==> src/rtl/core/length_prefixed_message_ring_defines.svh <==
// assertion macros used by the message ring engine
`ifndef LENGTH_PREFIXED_MESSAGE_RING_DEFINES_SVH
`define LENGTH_PREFIXED_MESSAGE_RING_DEFINES_SVH

// condition that must hold at every edge out of reset
`define LPMR_ASSERT_ALWAYS(label, clk, rst, cond, msg) \
  label: assert property (@(posedge clk) disable iff (rst) (cond)) else $error(msg);

// same-cycle implication
`define LPMR_ASSERT_IMPLIES(label, clk, rst, ante, cons, msg) \
  label: assert property (@(posedge clk) disable iff (rst) (ante) |-> (cons)) else $error(msg);

// next-cycle implication
`define LPMR_ASSERT_NEXT(label, clk, rst, ante, cons, msg) \
  label: assert property (@(posedge clk) disable iff (rst) (ante) |=> (cons)) else $error(msg);

`endif

==> src/rtl/core/lpmr_pkg.sv <==
// shared types, constants and helpers for the message ring
package lpmr_pkg;

  localparam int CAPACITY_DEF     = 4096;
  localparam int HEADER_BYTES_DEF = 4;
  localparam int LEN_W            = 12;
  localparam int DATA_W           = 8;
  localparam int STAT_W           = 3;
  localparam int IDX_W            = 3;
  localparam int QUEUE_DEPTH      = 2;
  localparam int QIDX_W           = $clog2(QUEUE_DEPTH);

  typedef enum logic [1:0] {
    OP_PUSH_START = 2'd0,
    OP_PUSH_BYTE  = 2'd1,
    OP_POP_START  = 2'd2,
    OP_POP_BYTE   = 2'd3
  } op_t;

  typedef enum logic [STAT_W-1:0] {
    STAT_OK    = 3'd0,
    STAT_EMPTY = 3'd1,
    STAT_SMALL = 3'd2,
    STAT_FULL  = 3'd3,
    STAT_NONE  = 3'd4
  } status_t;

  typedef enum logic [2:0] {
    S_IDLE,
    S_PUSH_CHECK,
    S_HDR_WR,
    S_POP_CHECK,
    S_HDR_RD,
    S_POP_LEN,
    S_RD_WAIT,
    S_RESULT
  } state_t;

  typedef struct packed {
    op_t               op;
    logic [DATA_W-1:0] data_byte;
    logic [LEN_W-1:0]  msg_length;
    logic [LEN_W-1:0]  out_capacity;
  } item_t;

  function automatic op_t classify(input logic [1:0] cmd);
    op_t op;
    case (cmd)
      2'd0:    op = OP_PUSH_START;
      2'd1:    op = OP_PUSH_BYTE;
      2'd2:    op = OP_POP_START;
      default: op = OP_POP_BYTE;
    endcase
    return op;
  endfunction

  // little-endian length header byte
  function automatic logic [DATA_W-1:0] header_byte(input logic [LEN_W-1:0] mlen,
                                                    input logic [IDX_W-1:0] idx);
    logic [DATA_W-1:0] b;
    case (idx)
      3'd0:    b = mlen[7:0];
      3'd1:    b = {4'b0000, mlen[11:8]};
      default: b = '0;
    endcase
    return b;
  endfunction

endpackage

==> src/rtl/core/lpmr_cmd_queue.sv <==
// front end: accepts and classifies commands into a short queue
module lpmr_cmd_queue
  import lpmr_pkg::*;
(
  input  logic                 clk,
  input  logic                 rst,
  input  logic                 in_valid,
  output logic                 in_stall,
  input  logic [1:0]           cmd,
  input  logic [DATA_W-1:0]    data_byte,
  input  logic [LEN_W-1:0]     msg_length,
  input  logic [LEN_W-1:0]     out_capacity,
  output logic                 q_valid,
  output item_t                q_item,
  input  logic                 q_pop
);

  item_t             slots [QUEUE_DEPTH];
  logic [QIDX_W-1:0] wr_idx;
  logic [QIDX_W-1:0] rd_idx;
  logic [QIDX_W:0]   count;
  logic              push;

  assign in_stall = (count == (QIDX_W+1)'(QUEUE_DEPTH));
  assign q_valid  = (count != '0);
  assign q_item   = slots[rd_idx];
  assign push     = in_valid && !in_stall;

  always_ff @(posedge clk) begin
    if (rst) begin
      wr_idx <= '0;
      rd_idx <= '0;
      count  <= '0;
    end else begin
      if (push) wr_idx <= wr_idx + 1'b1;
      if (q_pop) rd_idx <= rd_idx + 1'b1;
      if (push && !q_pop) count <= count + 1'b1;
      else if (!push && q_pop) count <= count - 1'b1;
    end
  end

  always_ff @(posedge clk) begin
    if (push) begin
      slots[wr_idx] <= '{op: classify(cmd), data_byte: data_byte,
                         msg_length: msg_length, out_capacity: out_capacity};
    end
  end

endmodule

==> config.mk <==
export PLATFORM = sky130hd
export DESIGN_NAME = lpmr_cmd_queue
export DESIGN_NICKNAME = d
export VERILOG_FILES = /design/src/rtl/core/length_prefixed_message_ring_defines.svh /design/src/rtl/core/lpmr_pkg.sv /design/src/rtl/core/lpmr_cmd_queue.sv
export SDC_FILE = /design/constraint.sdc
export NUM_CORES = 1
export LEC_CHECK = 0
export BUFFER_PORTS_ARGS = -buffer_cell sky130_fd_sc_hd__buf_2
export CELL_PAD_IN_SITES_DETAIL_PLACEMENT = 0
export CELL_PAD_IN_SITES_GLOBAL_PLACEMENT = 1
export CORE_MARGIN = 2
export CORE_UTILIZATION = 35
export CTS_BUF_LIST = sky130_fd_sc_hd__clkbuf_4
export DETAILED_ROUTE_END_ITERATION = 8
export GPL_TIMING_DRIVEN = 0
export PLACE_DENSITY = 0.76
export SLEW_MARGIN = 20
export SYNTH_ARGS = -nofsm -noshare
export SYNTH_HDL_FRONTEND = slang
export SYNTH_SLANG_ARGS = --single-unit
==> constraint.sdc <==
create_clock -name clk -period 2.6 [get_ports clk]
set_input_delay 0.52 -clock clk [delete_from_list [all_inputs] [get_ports clk]]
set_output_delay 0.52 -clock clk [all_outputs]
set_load 0.02 [all_outputs]
==> results of run 1 <==
-- path summary, 6_finish.rpt --
| check | start | end | slack [ps] | cells past startpoint |
|---|---|---|---|---|
| setup / recovery | flop | q_item[4] | 370 | 4 |
| hold / removal | out_capacity[0] | slots[1][0] | 290 | 1 |
| setup reg to reg | count[0] | slots[0][2] | 990 | 4 |
| hold reg to reg | wr_idx | wr_idx | 510 | 2 |
-- flip-flops by register name (all words and copies together), names as in the netlist, named ones only --
| register | cells |
|---|---|
| slots | 68 |
| rd_idx | 1 |
| wr_idx | 1 |
| count | 2 |
-- worst max-delay path, delay by kind of cell, from the launching register on --
kind | cells | cell delay [ps]
DFF | 1 | 320
buffers and inverters | 3 | 620
muxes | 1 | 380
-- layout by cell type (no fill, tap or decap), drive strengths merged --
cell and instances:
inv 4, or3 2, mux2 34, xor2 2, bufinv 2, dfxtp 5, ha 1, nor2b 1
edfxtp 68, and2 1, a21oi 2, o21ai 2, xnor2 1, clkinv 3, nor2 4, or2 1
clkinvlp 1, clkbuf 11, buf 77
-- area by class of cell --
cell class / instances / area [µm²]
Inverter: 3 / 11.3
Fill cell: 676 / 3980
Timing Repair Buffer: 73 / 395
Clock inverter: 7 / 93.8
Multi-Input combinational cell: 51 / 492
Tap cell: 99 / 124
Clock buffer: 9 / 67.6
Buffer: 6 / 27.5
Sequential cell: 73 / 2140
-- power by group --
group	internal [W]	switching, W
clock network	0.000390	0.000389
logic	0.000194	0.000288
registers	0.00142	0.0000296
-- cell families (layout without fill, tap and decap cells) --
kind of cell    count (synthesis)  in the layout
mux                            34             34
compound gates                  4              4
simple gates                    9              9
flops                          73             73
xor+xnor                        3              3
buf+inv                         9             98
fa+ha+maj                       1              1
-- metal layers --
metal  part of all wire (%)  vias up  wire, µm  track usage, %
li1                       -      674         -               -
met1                     45      703      2120            14.7
met2                     47       52      2220            17.8
met5                      0        -         0               0
met4                    1.3        0        63            5.68
met3                    6.2        5       292            4.65
-- stage by stage --
stage | setup slack, ps | hold slack [ps] | std cells
2_1_floorplan | 613 | 452 | 133
3_3_place_gp | 7.04 | 468 | 303
3_5_place_dp | 774 | 494 | 305
4_1_cts | 291 | 256 | 321
5_1_grt | 236 | 252 | 321
6_report | 369 | 294 | 321
==> impl_metrics.env, run 1 <==
export IMPL_hold_class="in -> reg"
export IMPL_first_iter_violations=46
export IMPL_core_um2=7330
export IMPL_antennaDiodeCount=0
export IMPL_max_freq_mhz=448
export IMPL_cts_root_buffer="clkbuf_4"
export IMPL_wl_per_cell_um=14.6
export IMPL_crit_arrival_ps=1710
export IMPL_max_stage_delay_ps=380
export IMPL_syn_inst=133
export IMPL_fin_util_pct=45.7
export IMPL_ys_seq_area_share_pct=80.2
export IMPL_worst_ep_required_time_ps=2080
export IMPL_synth_edf_count=68
export IMPL_clkTransAtPathRegs_ps=120
export IMPL_synthXorXnorAreaFrac_pct=0.984
export IMPL_ys_async_sr_fraction_pct=0
export IMPL_synth_warnings=0
export IMPL_synthAdderAreaFrac_pct=0.468
export IMPL_period_minus_slack_ps=2230
export IMPL_antenna_found_initial=0
export IMPL_peakVddDrop_mv=0.319
export IMPL_htree_num_levels=3
export IMPL_cp_common_cell="buf_2"
export IMPL_cts_tree="yes"
export IMPL_die_y_um=91.4
export IMPL_synth_most_common_cell="edfxtp_1"
export IMPL_synth_common_cells="edfxtp_1, mux2_2, dfxtp_1, buf_2, nor2_1"
export IMPL_final_net_count=256
export IMPL_ant_nets=0
export IMPL_status="finished clean"
export IMPL_cts_buffers=9
export IMPL_fp_row_count=31
export IMPL_finalHoldViolCount=0
export IMPL_synth_top_area_cell="edfxtp_1"
export IMPL_insertion_delay_ps=400
export IMPL_worstPathMaxFanout=10
export IMPL_path_class="reg -> out"
export IMPL_p_leak_nw=1.27
export IMPL_p_per_area_nw_per_um2=808
export IMPL_period_share_pct=85.8
export IMPL_io_pins=74
export IMPL_worstMarginPinSlew_ps=272
export IMPL_area_growth_pct=25.5
export IMPL_route_detailed_drc=0
export IMPL_cts_sinks=73
export IMPL_p_total_w=0.00271
export IMPL_slowest_stage="mux2_2"
export IMPL_synth_top_area_share_pct=76.4
export IMPL_via_per_inst=4.47
export IMPL_die_w_um=91.4
export IMPL_port_buffers=71
export IMPL_drive_above_1_share_pct=58.6
export IMPL_grt_max_degree=27
export IMPL_synth_area_um2=2670
export IMPL_slew_headroom_pct=81.8
export IMPL_rsz0062_at_grt="false"
export IMPL_dp_hpwl_um=3150
export IMPL_cp_start_kind="flop"
export IMPL_synth_compound_area_share_pct=0.749
export IMPL_dieArea_um2=8350
export IMPL_syn_area_per_cell_um2=20.1
export IMPL_yosys_area_share_simple_pct=1.83
export IMPL_wirelength_um=4700
export IMPL_grt_overflow=0
export IMPL_synthFlopType="edfxtp_1"
export IMPL_cp_cell_sequence="buf_2 -> buf_2 -> mux2_2 -> buf_2"
export IMPL_synthMuxAreaShare_pct=14.3
export IMPL_gp_congestion=0.694
export IMPL_placed_area_um2=3190
export IMPL_grt_use_total_pct=11.7
export IMPL_grt_pass1_wl_um=7100
export IMPL_critPathCaptureType="output pin"
export IMPL_cts_hold_buf=0
export IMPL_first_pass_iters=4
export IMPL_ys_types=16
export IMPL_setup_violations=0
export IMPL_clk_path_buf_depth=2
export IMPL_fin_tns_setup_ps=0
export IMPL_final_cell_area_um2=3350
export IMPL_start_util_pct=36.4
export IMPL_synth_net_count=172
export IMPL_grt_pass1_vias=1459
export IMPL_post_cts_setup_buffers=0
export IMPL_ys_seq_elements=73
export IMPL_cts_resized=0
export IMPL_synth_area_leaders="edfxtp_1, mux2_2, dfxtp_1"
export IMPL_synth_top_family_by_area="multiplexers"
export IMPL_cap_violations=0
export IMPL_vias=1434
export IMPL_finalMaxSlewViolations=0
export IMPL_fin_skew_ps=16.1
Power figures use the tool's default switching activity.
==> run 2: changes to the inputs <==
CORE_MARGIN = 3   (was 2)
CORE_UTILIZATION = 45   (was 35)
PLACE_DENSITY = 0.92   (was 0.76)
==> run 2 against run 1 <==
  * Routed wire length decreased by 4.1%
  * Fmax about the same
  * Clock-buffer cell count up 2
  * Combinational power down 4%
  * Global-route usage increased by 2.0 points
  * Final area fell by 0.63%
  * Largest cell class unchanged
  * Largest power group unchanged
  * Highest routed layer unchanged
==> impl_metrics.env, run 2 (synthesis results as in run 1) <==
export IMPL_cts_root_buffer="clkbuf_4"
export IMPL_vias=1421
export IMPL_port_buffers=71
export IMPL_wl_per_cell_um=15.4
export IMPL_wirelength_um=4510
export IMPL_final_net_count=255
export IMPL_die_w_um=83.0
export IMPL_fillers=458
export IMPL_period_share_pct=85.9
export IMPL_slew_headroom_pct=50.8
export IMPL_drive_above_1_share_pct=58.8
export IMPL_worst_ep_required_time_ps=2080
export IMPL_fp_row_count=27
export IMPL_ant_nets=0
export IMPL_setup_violations=0
export IMPL_clk_path_buf_depth=2
export IMPL_core_um2=5640
export IMPL_cp_start_kind="flop"
export IMPL_final_common_cell="buf_2"
export IMPL_final_cell_mix="buf_2, edfxtp_1, mux2_2, clkbuf_4, dfxtp_1"
export IMPL_cts_buffers=9
export IMPL_finalHoldViolCount=0
export IMPL_via_per_inst=4.85
export IMPL_cts_tree="yes"
export IMPL_grt_use_total_pct=13.8
export IMPL_cts_sinks=73
export IMPL_start_util_pct=47.3
export IMPL_die_y_um=83.0
export IMPL_worstMarginPinSlew_ps=737
export IMPL_antennaDiodeCount=0
export IMPL_cap_violations=0
export IMPL_antenna_found_initial=0
export IMPL_worstPathMaxFanout=10
export IMPL_power_share_clock_pct=31.4
export IMPL_power_frac_seq_pct=52.0
export IMPL_io_pins=74
export IMPL_hold_class="in -> reg"
export IMPL_crit_arrival_ps=1710
export IMPL_grt_pass1_vias=1472
export IMPL_peakVddDrop_mv=0.402
export IMPL_max_freq_mhz=448
export IMPL_p_leak_nw=1.28
export IMPL_insertion_delay_ps=390
export IMPL_rsz0062_at_grt="false"
export IMPL_period_minus_slack_ps=2230
export IMPL_grt_max_degree=35
export IMPL_gp_congestion=0.695
export IMPL_clkTransAtPathRegs_ps=120
export IMPL_dieArea_um2=6900
export IMPL_finalMaxSlewViolations=0
export IMPL_dp_hpwl_um=3060
export IMPL_p_per_area_nw_per_um2=839
export IMPL_htree_num_levels=3
export IMPL_regArea_um2=2140
export IMPL_netSwitchingPower_w=0.000679
export IMPL_fin_tns_setup_ps=0
export IMPL_power_frac_comb_pct=16.6
export IMPL_route_detailed_drc=0
export IMPL_swShare_pct=24.3
export IMPL_intPower_w=0.00212
export IMPL_status="finished clean"
export IMPL_path_class="reg -> out"
export IMPL_post_cts_setup_buffers=0
export IMPL_first_pass_iters=4
export IMPL_cts_resized=0
export IMPL_grt_overflow=0
export IMPL_final_setup_worst_slack_ps=368
export IMPL_fin_skew_ps=11.1
export IMPL_cts_hold_buf=0
export IMPL_pre_cts_ws_ps=611
export IMPL_critPathCaptureType="output pin"
export IMPL_area_growth_pct=24.7
export IMPL_first_iter_violations=129
export IMPL_largest_register="slots"
export IMPL_multi_input_area_um2=492
export IMPL_grt_pass1_wl_um=7130
export IMPL_reg_top3="slots: 68 flops, count: 2 flops"
export IMPL_largest_reg_flops=68
-- run 2: changes by cell type in the layout (fill, tap and decap cells not counted) --
cell / delta
inv_6: -1
clkinv_1: -1
buf_12: -2
clkbuf_4: +2
buf_16: +1
bufinv_16: +1
clkinvlp_4: -1
-- run 2: final timing paths --
kind	startpoint	to	slack (ps)	cells past startpoint
max	flop	q_item[15]	370	4
min	msg_length[11]	slots[0][23]	310	1
min reg2reg	wr_idx	wr_idx	500	2
max reg2reg	count[1]	slots[0][18]	820	3
-- run 2: critical path: stages, from the launching register on --
cell     delay [ps]
dfxtp_1         320
buf_2           190
buf_2           290
mux2_2          370
buf_2           160
-- run 2: routing by layer --
layer  track usage, %  vias to the layer above  part of all wire [%]
met5                0                        -                     0
met4             6.24                        0                   1.3
met3             5.46                        4                   5.5
met2             21.6                       48                    50
met1             16.7                      693                    43
li1                 -                      676                     -
-- run 2: area by class of cell --
cell class | instances | area share [%]
Sequential cell | 73 | 64.3
Multi-Input combinational cell | 51 | 14.8
Timing Repair Buffer | 72 | 11.5
Clock inverter | 5 | 3.12
Tap cell | 72 | 2.70
Clock buffer | 11 | 2.48
Buffer | 6 | 0.826
Inverter | 3 | 0.338
-- run 2: per-stage QoR --
| stage | instances | total power [W] | hold slack [ps] | area [µm²] | utilization, % |
|---|---|---|---|---|---|
| 3_3_place_gp | 276 | 0.00193 | 467 | 3120 | 55.2 |
| 3_5_place_dp | 277 | 0.00195 | 485 | 3150 | 55.8 |
| 4_1_cts | 293 | 0.00282 | 284 | 3330 | 59.1 |
| 5_1_grt | 293 | 0.00293 | 251 | 3330 | 59.1 |
| 2_1_floorplan | 133 | 0.00178 | 452 | 2670 | - |
| 6_report | 293 | 0.00279 | 307 | 3330 | 59.1 |
-- run 2: power by group through the flow --
stage | Clock, W | Combinational [W] | Sequential (W)
3_5_place_dp | 0 | 0.000472 | 0.00148
4_1_cts | 0.000899 | 0.000473 | 0.00145
3_3_place_gp | 0 | 0.000453 | 0.00148
5_1_grt | 0.000960 | 0.000504 | 0.00146
6_report | 0.000877 | 0.000465 | 0.00145
2_1_floorplan | 0 | 0.000311 | 0.00147
==> run 3: changes to the inputs <==
CORE_MARGIN = 2   (was 3)
==> run 3 against run 2 <==
  * Power fell by 1.2%
  * Worst setup slack improved by 31 ps
  * Sequential share of layout area rose by 0.15 points
  * Die area is 4.8% lower
==> impl_metrics.env, run 3 (synthesis results as in run 1) <==
export IMPL_vias=1438
export IMPL_final_cell_mix="buf_2, edfxtp_1, mux2_2, clkbuf_4, dfxtp_1"
export IMPL_antennaDiodeCount=0
export IMPL_htree_num_levels=3
export IMPL_hold_class="in -> reg"
export IMPL_pre_cts_ws_ps=599
export IMPL_worstHoldStart="out_capacity[3]"
export IMPL_gp_congestion=0.661
export IMPL_fin_tns_setup_ps=0
export IMPL_die_y_um=81.0
export IMPL_cts_root_buffer="clkbuf_4"
export IMPL_slew_headroom_pct=49.3
export IMPL_final_setup_worst_slack_ps=399
export IMPL_cp_common_cell="buf_2"
export IMPL_drt_met1_wl_um=1780
export IMPL_final_common_cell="buf_2"
export IMPL_cp_cell_sequence="buf_2 -> buf_2 -> mux2_2 -> buf_2"
export IMPL_dp_hpwl_um=2900
export IMPL_first_pass_iters=4
export IMPL_finalMaxSlewViolations=0
export IMPL_cts_tree="yes"
export IMPL_first_iter_violations=72
export IMPL_grt_use_total_pct=13.7
export IMPL_reg2reg_slack_ps=810
export IMPL_crit_family="buffers and inverters"
export IMPL_finalHoldViolCount=0
export IMPL_grt_max_degree=35
export IMPL_grt_pass1_vias=1458
export IMPL_area_growth_pct=24.4
export IMPL_period_minus_slack_ps=2200
export IMPL_crit_arrival_ps=1680
export IMPL_cts_hold_buf=0
export IMPL_grt_pass1_wl_um=6440
export IMPL_p_total_w=0.00276
export IMPL_rsz0062_at_grt="false"
export IMPL_peakVddDrop_mv=0.415
export IMPL_reg_top3="slots: 68 flops, count: 2 flops"
export IMPL_final_net_count=255
export IMPL_start_util_pct=45.9
export IMPL_antenna_found_initial=0
export IMPL_cts_buffers=9
export IMPL_regArea_um2=2140
export IMPL_via_per_inst=4.87
export IMPL_max_freq_mhz=454
export IMPL_cp_num_buf_inv=3
export IMPL_critPathCaptureType="output pin"
export IMPL_wirelength_um=4290
export IMPL_route_detailed_drc=0
export IMPL_p_leak_nw=1.28
export IMPL_p_per_area_nw_per_um2=830
export IMPL_wl_per_cell_um=14.5
export IMPL_path_class="reg -> out"
export IMPL_dieArea_um2=6570
export IMPL_drive_above_1_share_pct=58.2
export IMPL_clk_path_buf_depth=2
export IMPL_worst_ep_required_time_ps=2080
export IMPL_status="finished clean"
export IMPL_fp_row_count=28
export IMPL_io_pins=74
export IMPL_setup_violations=0
export IMPL_cts_resized=0
export IMPL_cp_start_kind="flop"
export IMPL_core_um2=5820
export IMPL_largest_reg_flops=68
export IMPL_insertion_delay_ps=390
export IMPL_die_w_um=81.0
export IMPL_cap_violations=0
export IMPL_post_cts_setup_buffers=0
export IMPL_period_share_pct=84.7
export IMPL_multi_input_area_um2=492
export IMPL_ant_nets=0
export IMPL_worstMarginPinSlew_ps=759
export IMPL_clkTransAtPathRegs_ps=120
export IMPL_largest_register="slots"
export IMPL_cts_sinks=73
export IMPL_max_stage_delay_ps=370
export IMPL_grt_overflow=0
export IMPL_met3_length_um=260
export IMPL_fillers=487
export IMPL_port_buffers=71
export IMPL_slowest_stage="mux2_2"
export IMPL_worstPathMaxFanout=10
export IMPL_fin_skew_ps=13.0
export IMPL_fin_util_pct=57.2
export IMPL_top_layer="met4"
export IMPL_route_met2_wl_um=2190
export IMPL_timing_rr_start="count[1]"
[run 3: cell count changes in the layout (fill, tap and decap cells not counted)]
| cell | delta |
|---|---|
| clkinv_1 | +1 |
| clkbuf_4 | -2 |
[run 3: worst paths after layout]
kind,end,depth (start not counted)
min reg2reg,wr_idx,2
min,slots[0][3],1
max,q_item[30],4
max reg2reg,slots[0][11],3
[run 3: power by group]
group          internal (W)  switching [W]  total, W
Sequential          0.00142      0.0000298   0.00145
Combinational      0.000185       0.000279  0.000464
Clock              0.000479       0.000365  0.000845
[run 3: worst register-to-register path: cells and delay by family, from the launching register on]
kind / cells / cell delay (ps)
flops: 1 / 340
simple gates: 2 / 510
buf+inv: 1 / 570
[run 3: layer usage]
layer  GRT usage, %  vias to the layer above
met3           3.56                        6
met1           15.4                      712
met5              0                        -
li1               -                      671
met2           22.8                       49
met4           9.15                        0
[run 3: layout make-up]
type	instances	area share, %
clock buffers	9	2.03
clock inverters	6	3.24
flip-flops and latches	73	64.4
inverters	3	0.339
well taps	75	2.82
plain buffers	6	0.828
multi-input cells	51	14.8
repair buffers	72	11.5
[run 3: stage by stage]
stage / cells / hold slack [ps] / area, µm²
4_1_cts: 295 / 284 / 3320
3_5_place_dp: 280 / 490 / 3150
3_3_place_gp: 279 / 466 / 3120
2_1_floorplan: 133 / 452 / 2670
5_1_grt: 295 / 274 / 3320
6_report: 295 / 316 / 3320
